$ cat src/sv/bsa_pkg.sv
// Shared constants, codes and control types of the bitmap slot allocator.
`default_nettype none
package bsa_pkg;

   // Region geometry
   localparam int SLOT_COUNT = 4096;
   localparam int WORD_BITS  = 64;
   localparam int WORD_COUNT = (SLOT_COUNT + WORD_BITS - 1) / WORD_BITS;
   localparam int SLOT_W     = $clog2(SLOT_COUNT);
   localparam int BIT_W      = $clog2(WORD_BITS);
   localparam int ADDR_W     = $clog2(WORD_COUNT);
   localparam int COUNT_W    = SLOT_W + 1;
   localparam int ACTION_W   = 2;
   localparam int STATUS_W   = 3;

   // Action codes
   localparam logic [ACTION_W-1:0] ACT_ALLOC = 2'd0;
   localparam logic [ACTION_W-1:0] ACT_MARK  = 2'd1;
   localparam logic [ACTION_W-1:0] ACT_CLEAR = 2'd2;

   // Status codes
   localparam logic [STATUS_W-1:0] ST_ALLOCATED = 3'd0;
   localparam logic [STATUS_W-1:0] ST_FULL      = 3'd1;
   localparam logic [STATUS_W-1:0] ST_NEW_MARK  = 3'd2;
   localparam logic [STATUS_W-1:0] ST_OLD_MARK  = 3'd3;
   localparam logic [STATUS_W-1:0] ST_OTHER     = 3'd4;

   // Commands from the controller to the datapath
   typedef struct packed {
      logic accept;
      logic start;
      logic eval;
      logic out_load;
   } cmd_type;

   // Status from the datapath to the controller
   typedef struct packed {
      logic need_read;
      logic eval_done;
      logic out_free;
   } sts_type;

endpackage
`default_nettype wire

$ cat src/sv/bsa_ctrl.sv
// Controller state machine of the bitmap slot allocator.
`default_nettype none
module bsa_ctrl (
   input  wire logic             clock,
   input  wire logic             reset,
   input  wire logic             req_valid,
   output logic                  req_ready,
   input  wire bsa_pkg::sts_type sts,
   output bsa_pkg::cmd_type      cmd
);

   localparam logic [1:0] S_IDLE  = 2'd0;
   localparam logic [1:0] S_START = 2'd1;
   localparam logic [1:0] S_EVAL  = 2'd2;
   localparam logic [1:0] S_DONE  = 2'd3;

   logic [1:0] state_ff;
   logic [1:0] state_in;

   // Decode commands and next state
   always_comb begin
      cmd       = '0;
      req_ready = 1'b0;
      state_in  = state_ff;
      unique case (state_ff)
         S_IDLE: begin
            req_ready = 1'b1;
            if (req_valid) begin
               cmd.accept = 1'b1;
               state_in   = S_START;
            end
         end
         S_START: begin
            cmd.start = 1'b1;
            state_in  = sts.need_read ? S_EVAL : S_DONE;
         end
         S_EVAL: begin
            cmd.eval = 1'b1;
            if (sts.eval_done) begin
               state_in = S_DONE;
            end
         end
         S_DONE: begin
            if (sts.out_free) begin
               cmd.out_load = 1'b1;
               state_in     = S_IDLE;
            end
         end
         default: state_in = S_IDLE;
      endcase
   end

   // State register
   always_ff @(posedge clock) begin
      if (reset) begin
         state_ff <= S_IDLE;
      end else begin
         state_ff <= state_in;
      end
   end

endmodule
`default_nettype wire

$ cat config.mk
export PLATFORM = sky130hd
export DESIGN_NAME = bsa_ctrl
export DESIGN_NICKNAME = d
export VERILOG_FILES = /design/src/sv/bsa_pkg.sv /design/src/sv/bsa_ctrl.sv
export SDC_FILE = /design/constraint.sdc
export NUM_CORES = 1
export LEC_CHECK = 0
export BUFFER_PORTS_ARGS = -buffer_cell sky130_fd_sc_hd__buf_4
export CAP_MARGIN = 10
export CORE_AREA = 8 8 45 47
export DETAILED_ROUTE_END_ITERATION = 8
export DIE_AREA = 0 0 53 55
export PLACE_DENSITY = 0.47
export SYNTH_ARGS = -nofsm -noshare
export SYNTH_HDL_FRONTEND = slang
export SYNTH_SLANG_ARGS = --single-unit
$ cat constraint.sdc
create_clock -name clock -period 3.8 [get_ports clock]
set_input_delay 0 -clock clock [delete_from_list [all_inputs] [get_ports clock]]
set_output_delay 0 -clock clock [all_outputs]
set_load 0.02 [all_outputs]
## Word level (Yosys, flattened, before mapping)

Cells that the tools add are included.

| storage, ports and cells | value |
|---|---|
| register bits after elaboration | 2 |
| bits of input ports | 6 |
| output and inout port bits | 5 |
| logic and storage cells | 21 |

| cells by class | value |
|---|---|
| equality and inequality tests | 6 |
| mux-type cells | 12 |
| reduce and logical (&&, ||, !) cells | 2 |

Operators by type and width:

| kind | number |
|---|---|
| 1-bit two-way mux | 8 |
| 2-bit one-hot mux with 4 select lines | 1 |
| 2-bit two-way mux | 3 |
| 2-bit != test (second input constant) | 3 |
| 2-bit equality test (second input constant) | 2 |
| 3-bit AND reduction | 1 |
| 2-bit by 1-bit equality test with 1-bit output (second input constant) | 1 |
| 2-bit zero test | 1 |

## Logic depth before layout (Yosys ltp)

Gate-level depths: netlist of run 1.

| depth | value |
|---|---|
| word-level depth | 3 |
| depth in mapped cells | 5 |
| depth with buffers taken out | 5 |

## Worst setup path before layout of run 1

No wires, ideal clock.

| timing path | value |
|---|---|
| kind | reg2reg |
| start point | register state_ff[0] |
| end point | register state_ff[1] |
| setup time | 0.122 ns |
| arrival time | 1.196 ns |
| required time | 3.678 ns |
| path slack | 2.482 ns |
| cell stages (with the launch flop) | 6 |
| buffers on the path | 0 |
| clock period less this slack | 1.318 ns |
| path through | dfxtp_1 inv_1 ha_1 and2b_1 o31ai_1 a21oi_1 |

| between the ends | value |
|---|---|
| cells in the longest elaborated chain, start to end | 3 |
| elaborated cells between the ends (all ways) | 9 |
| classes of those cells | eq/ne: 6; mux: 1; reduce/logical: 2 |

RTL lines:

| element | RTL line | source |
|---|---|---|
| start: declaration | bsa_ctrl.sv:17 | `logic [1:0] state_ff;` |
| start signal: assignment | bsa_ctrl.sv:58 | `state_ff <= state_in;` |
| 2-bit equality test or 2-bit zero test (tied branches) | bsa_ctrl.sv:25 | `unique case (state_ff)` |
| 2-bit != test (no line) | n/a |  |
| 3-bit AND reduction (no line) | n/a |  |

Several ways; a longest one is shown, not always the timed one.
A chain may end at the register's enable or synchronous reset.

## Final worst setup path of run 1

| timing path | value |
|---|---|
| start point | register state_ff[1] |
| end point | register state_ff[0] |

Same word-level chain as after synthesis.

==> results of run 1 <==
-- worst min-delay path: stages --
cell and delay [ps]:
buf_4 80, nor2b_1 40, o31ai_1 210, a21oi_1 70
-- worst min-delay path by stage --
stage                     startpoint          end
final                         sts[1]  state_ff[1]
after global routing       req_valid  state_ff[0]
after CTS                     sts[1]  state_ff[1]
after detailed placement       reset  state_ff[0]
after global placement         reset  state_ff[0]
after floorplan                reset  state_ff[0]
-- kinds of logic after synthesis --
| kind of cell | Yosys count |
|---|---|
| flip-flops | 2 |
| AND/OR/NAND/NOR | 10 |
| buffers and inverters | 3 |
| adder cells (fa/ha/maj) | 4 |
| AO/OA/AOI/OAI | 5 |
-- cells in the final DEF, fill, tap and decap left out, types with 2 or more instances in the layout --
master / synthesis / final
clkbuf_4: 0 / 3
nor2b_1: 2 / 2
nand2b_1: 2 / 2
buf_4: 0 / 10
ha_1: 4 / 4
inv_1: 3 / 3
dfxtp_1: 2 / 2
-- power breakdown --
group / leakage [nW] / switching, mW / total [mW] / internal (mW)
clock network: 0.0138 / 0.0114 / 0.0462 / 0.0348
registers: 0.0166 / 0.0105 / 0.0418 / 0.0313
logic: 0.131 / 0.0909 / 0.163 / 0.0725
total: 0.162 / 0.113 / 0.251 / 0.139
-- layer usage --
metal | vias up | share of wire, %
li1 | 114 | -
met1 | 91 | 43
met2 | 6 | 54
met3 | 0 | 2.7
met4 | 0 | 0
met5 | - | 0
-- area by class of cell --
| cell class | instances | share of cell area [%] |
|---|---|---|
| inverters | 3 | 3.33 |
| well taps | 16 | 5.93 |
| clock buffers | 3 | 6.67 |
| repair buffers | 11 | 25.2 |
| flip-flops and latches | 2 | 11.9 |
| multi-input cells | 19 | 47.0 |
-- stage by stage --
stage	utilization, %	area [sq um]	cells	total power, mW	hold WS (ps)
after floorplan	-	210	24	0.152	66.2
after global placement	22.1	305	50	0.208	179
after detailed placement	22.1	305	50	0.205	184
after CTS	24.4	338	54	0.257	230
after global routing	24.4	338	54	0.275	255
final	24.4	338	54	0.251	235
==> impl_metrics.yaml, run 1 <==
run_status:
  status: "finished, final reports clean"
placement:
  gp_congestion: 0.742
  post-place-ws_ps: 2450
  portBuffers: 10
  dp_hpwl_um: 446
cts:
  htreeDepth: 1
  post_cts_resized: 0
  ctsHoldBuffers: 1
  insertion_delay_ps: 220
  cts_tree: "built"
  clock-root-buffer: "clkbuf_4"
  clock_path_buffers: 2
  numCtsBuffers: 3
  cts_setup_buffers: 0
  path_clk_slew_ps: 30
  clock-sinks: 2
setup_path:
  cp.depth: 5
  end_kind: "register"
  cp_num_buf_inv: 1
  cp.arrival_ps: 1440
  crit_path_start_kind: "register"
  crit_path_end: "state_ff[0]"
  cp-startpoint: "state_ff[1]"
  reg2regPathDepth: 5
  rr_startpoint: "state_ff[1]"
  cp_data_required_time_ps: 3890
  crit_path_max_fanout: 6
  worstReg2RegEnd: "state_ff[0]"
  r2r_slack_ps: 2450
  max_stage_delay_ps: 390
  crit_family: "flip-flops"
  path_cells: "inv_1 -> ha_1 -> and2b_1 -> nor3_1 -> a221oi_2"
  critical_path_class: "register to register"
  critPathSlowestCell: "dfxtp_1"
layout:
  top_regs: "state_ff: 2 flops"
  area_delta_synth_final_pct: 60.7
  layout.nets: 50
  drive_gt1_share_pct: 39.5
  regMostFlops: "state_ff"
  multi_input_area_sq_um: 159
  diodes: 0
  ff_latch_area_sq_um: 40.0
  nFillCells: 160
  largest_reg_flops: 2
yosys:
  synthArstFlopShare_pct: 0
  synthCells: 24
  synthTopCellsByCount: "ha_1, inv_1, dfxtp_1, nand2b_1, nor2b_1"
  synth_edf_count: 0
  synth_top_family_by_area: "simple AND/OR/NAND/NOR gates"
  ys_warn_count: 0
  yosys-top-cells-area: "ha_1, dfxtp_1, a221oi_2"
  synth_top_area_share_pct: 23.8
  ys_seq_elements: 2
  ys_seq_area_share_pct: 19.0
  synth-simple-area-share_pct: 31.0
  yosys.cell_count.top_type: "ha_1"
  synth_cell_type_count: 16
  synth.avg_cell_area_sq_um: 8.76
  synth_fp_nets: 34
  synth_area_leader_cell: "ha_1"
  muxShareOfSynthArea_pct: 0
  yosys.area_share.adder_pct: 23.8
  synth_flop_cell: "dfxtp_1"
  netlist_area_sq_um: 210
  synth-xor-area-share_pct: 0
  synth-compound-area-share_pct: 20.8
global_route:
  gr-max-usage-layer: "met2"
  grt_util_met1_pct: 4.10
  met2_usage_pct: 7.42
  track_usage_pct: 4.21
  use_met3_pct: 0.802
  antenna_found_initial: 0
  grt-ovfl-total: 0
  grt_pass1_vias: 232
  grt_max_degree: 7
  grt_pass1_wl_um: 876
drt:
  vias: 211
  drc: 0
  wl_per_cell_um: 10.1
  totalWireLength_um: 548
  dr.first_iter.drc_count: 7
  antenna_left: 0
  dr.pass1.iters: 4
  avgViaCountPerCell: 3.91
floorplan:
  die_w_um: 53
  pin_count: 11
  die_h_um: 55
  row_count: 14
  die-area_sq_um: 2920
  initial_utilization_pct: 15.2
  coreArea_sq_um: 1380
timing:
  fin_ws_ps: 2450
  max_freq_mhz: 741
  finClkSkew_ps: 2.36
  setup_viol: 0
  final_hold_viol_count: 0
  fin_crit_sh_pct: 35.5
  rsz0062_at_grt: "no"
  fin_tns_setup_ps: 0
  period_needed_ps: 1350
  slew_violations: 0
  relSlewSlack_pct: 81.8
  worst_slew_pin_slew_ps: 271
power_and_ir_drop:
  leakagePower_nw: 0.162
  power-per-cell-area_nw_per_um2: 744
  peakVddDrop_uv: 257
worst_hold_path:
  min_path_type: "input pin to register"
  hold_depth: 4
run:
  cap_violations: 0
Power figures use the tool's default switching activity.
==> run 2: changes to the inputs <==
==> constraint.sdc (replaced) <==
create_clock -name clock -period 1.3 [get_ports clock]
set_input_delay 0 -clock clock [delete_from_list [all_inputs] [get_ports clock]]
set_output_delay 0 -clock clock [all_outputs]
set_load 0.02 [all_outputs]
==> run 2 against run 1 <==
Combinational power grew to 3.7 times the previous value; sequential cell count is the same; critical path depth is the same; clock-buffer cell count is the same; via count grew 4.3%; cell count grew 3.7%; critical endpoint is now cmd[3]; hold slack lost 40 ps.
==> impl_metrics.yaml, run 2 (synthesis gave the netlist of run 1 again) <==
setup_path:
  crit_family: "flip-flops"
  critical_path_class: "register to output port"
  critPathSlowestCell: "dfxtp_4"
  max_stage_delay_ps: 360
  cp.arrival_ps: 1230
  reg2regPathDepth: 5
  r2r_slack_ps: 90
  end_kind: "output port"
  rr_startpoint: "state_ff[1]"
  cp_data_required_time_ps: 1300
  crit_path_max_fanout: 5
  cp_num_buf_inv: 3
  worstReg2RegEnd: "state_ff[1]"
  crit_path_start_kind: "register"
  critPathMostFrequentCell: "buf_4"
  path_cells: "inv_2 -> ha_4 -> buf_4 -> and2_2 -> buf_4"
power_and_ir_drop:
  combPwrFrac_pct: 68.8
  peakVddDrop_uv: 876
  leakagePower_nw: 0.173
  clockPowerShare_pct: 15.2
  p_switching_uw: 366
  internal-power_uw: 512
  p_sw_share_pct: 41.7
  power-per-cell-area_nw_per_um2: 2250
  seqPwrFrac_pct: 16.0
drt:
  dr.pass1.iters: 1
  wl_per_cell_um: 10.0
  totalWireLength_um: 561
  vias: 220
  dr.first_iter.drc_count: 0
  drc: 0
  avgViaCountPerCell: 3.93
  antenna_left: 0
worst_hold_path:
  hold_start: "sts[1]"
  min_to: "state_ff[1]"
  min_path_type: "input pin to register"
  hold_depth: 4
timing:
  final_hold_viol_count: 0
  fin_crit_sh_pct: 94.9
  rsz0062_at_grt: "yes"
  relSlewSlack_pct: 80.3
  setup_viol: 0
  max_freq_mhz: 810
  worst_slew_pin_slew_ps: 294
  whs_ps: 195
  period_needed_ps: 1230
  fin_tns_setup_ps: 0
  finClkSkew_ps: 4.39
  slew_violations: 0
layout:
  layout.nets: 52
  regMostFlops: "state_ff"
  area_delta_synth_final_pct: 85.7
  largest_reg_flops: 2
  final_common_cell: "buf_4"
  final_cell_mix: "buf_4, ha_1, clkbuf_4"
  drive_gt1_share_pct: 65.0
  diodes: 0
  top_regs: "state_ff: 2 flops"
  nFillCells: 151
floorplan:
  initial_utilization_pct: 15.2
  die-area_sq_um: 2920
  pin_count: 11
  coreArea_sq_um: 1380
  die_w_um: 53
  row_count: 14
  die_h_um: 55
cts:
  htreeDepth: 1
  clock_path_buffers: 2
  clock-sinks: 2
  numCtsBuffers: 3
  clock-root-buffer: "clkbuf_4"
  cts_setup_buffers: 0
  path_clk_slew_ps: 30
  cts_tree: "built"
  insertion_delay_ps: 220
global_route:
  grt_pass1_wl_um: 986
  track_usage_pct: 4.69
  grt_max_degree: 6
  antenna_found_initial: 0
  grt-ovfl-total: 0
  grt_pass1_vias: 256
run:
  cap_violations: 0
run_status:
  status: "finished, final reports clean"
placement:
  portBuffers: 10
  dp_hpwl_um: 463
  gp_congestion: 0.637
[run 2: cell count changes in the layout (fill, tap and decap cells not counted), sizes merged]
cell  previous run  this run
buf             10        12
[run 2: worst max path at each step]
stage	from	end	slack, ps	depth (start not counted)
after floorplan	state_ff[0]	state_ff[1]	8	5
after global placement	state_ff[0]	state_ff[1]	-2	5
after detailed placement	state_ff[1]	state_ff[1]	6	5
after CTS	state_ff[1]	cmd[3]	0.001	5
after global routing	state_ff[0]	state_ff[0]	-1	5
final	state_ff[1]	cmd[3]	70	5
[run 2: stage by stage]
step,cells,instance area [sq um],util [%],worst slack [ps],total power [mW]
4_1_cts,56,358,25.9,0.000999,0.814
6_report,56,390,28.2,65.7,0.877
3_5_place_dp,52,323,23.3,5.87,0.657
5_1_grt,56,390,28.2,-1.33,0.967
3_3_place_gp,52,323,23.3,-1.89,0.665
2_1_floorplan,24,213,-,7.72,0.453
[run 2: worst reg2reg max path, cell delays in order (launching register included)]
cell and delay [ps]:
dfxtp_4 360, inv_2 60, ha_4 170, and2b_1 190, o31ai_2 230, a21oi_1 90
[run 2: timing repair]
item                                    CTS  global route
hold buffers                              1             0
pin swaps                                 0             1
endpoints found under the setup margin    2             3
hold endpoints to repair                  2             0
gates resized for setup                   3             8
[run 2: layout make-up]
| type | instances | area [sq um] | share of cell area (%) |
|---|---|---|---|
| Tap cell | 16 | 20.0 | 5.13 |
| Clock buffer | 3 | 22.5 | 5.77 |
| Multi-Input combinational cell | 19 | 191 | 49.0 |
| Timing Repair Buffer | 13 | 100 | 25.6 |
| Sequential cell | 2 | 45.0 | 11.5 |
| Inverter | 3 | 11.3 | 2.88 |
[run 2: layer usage]
layer / vias up / global-route usage [%] / wire (um)
li1: 119 / - / -
met1: 96 / 4.70 / 264
met2: 5 / 7.03 / 255
met3: 0 / 3.48 / 41
met4: 0 / 2.59 / 0
met5: - / 0 / 0
[run 2: power by group through the flow]
stage,sequential (mW),clock (mW),combinational (mW)
floorplan,0.116,0,0.337
global placement,0.125,0,0.540
detailed placement,0.123,0,0.533
CTS,0.132,0.141,0.542
global route,0.149,0.152,0.666
finish,0.140,0.133,0.604
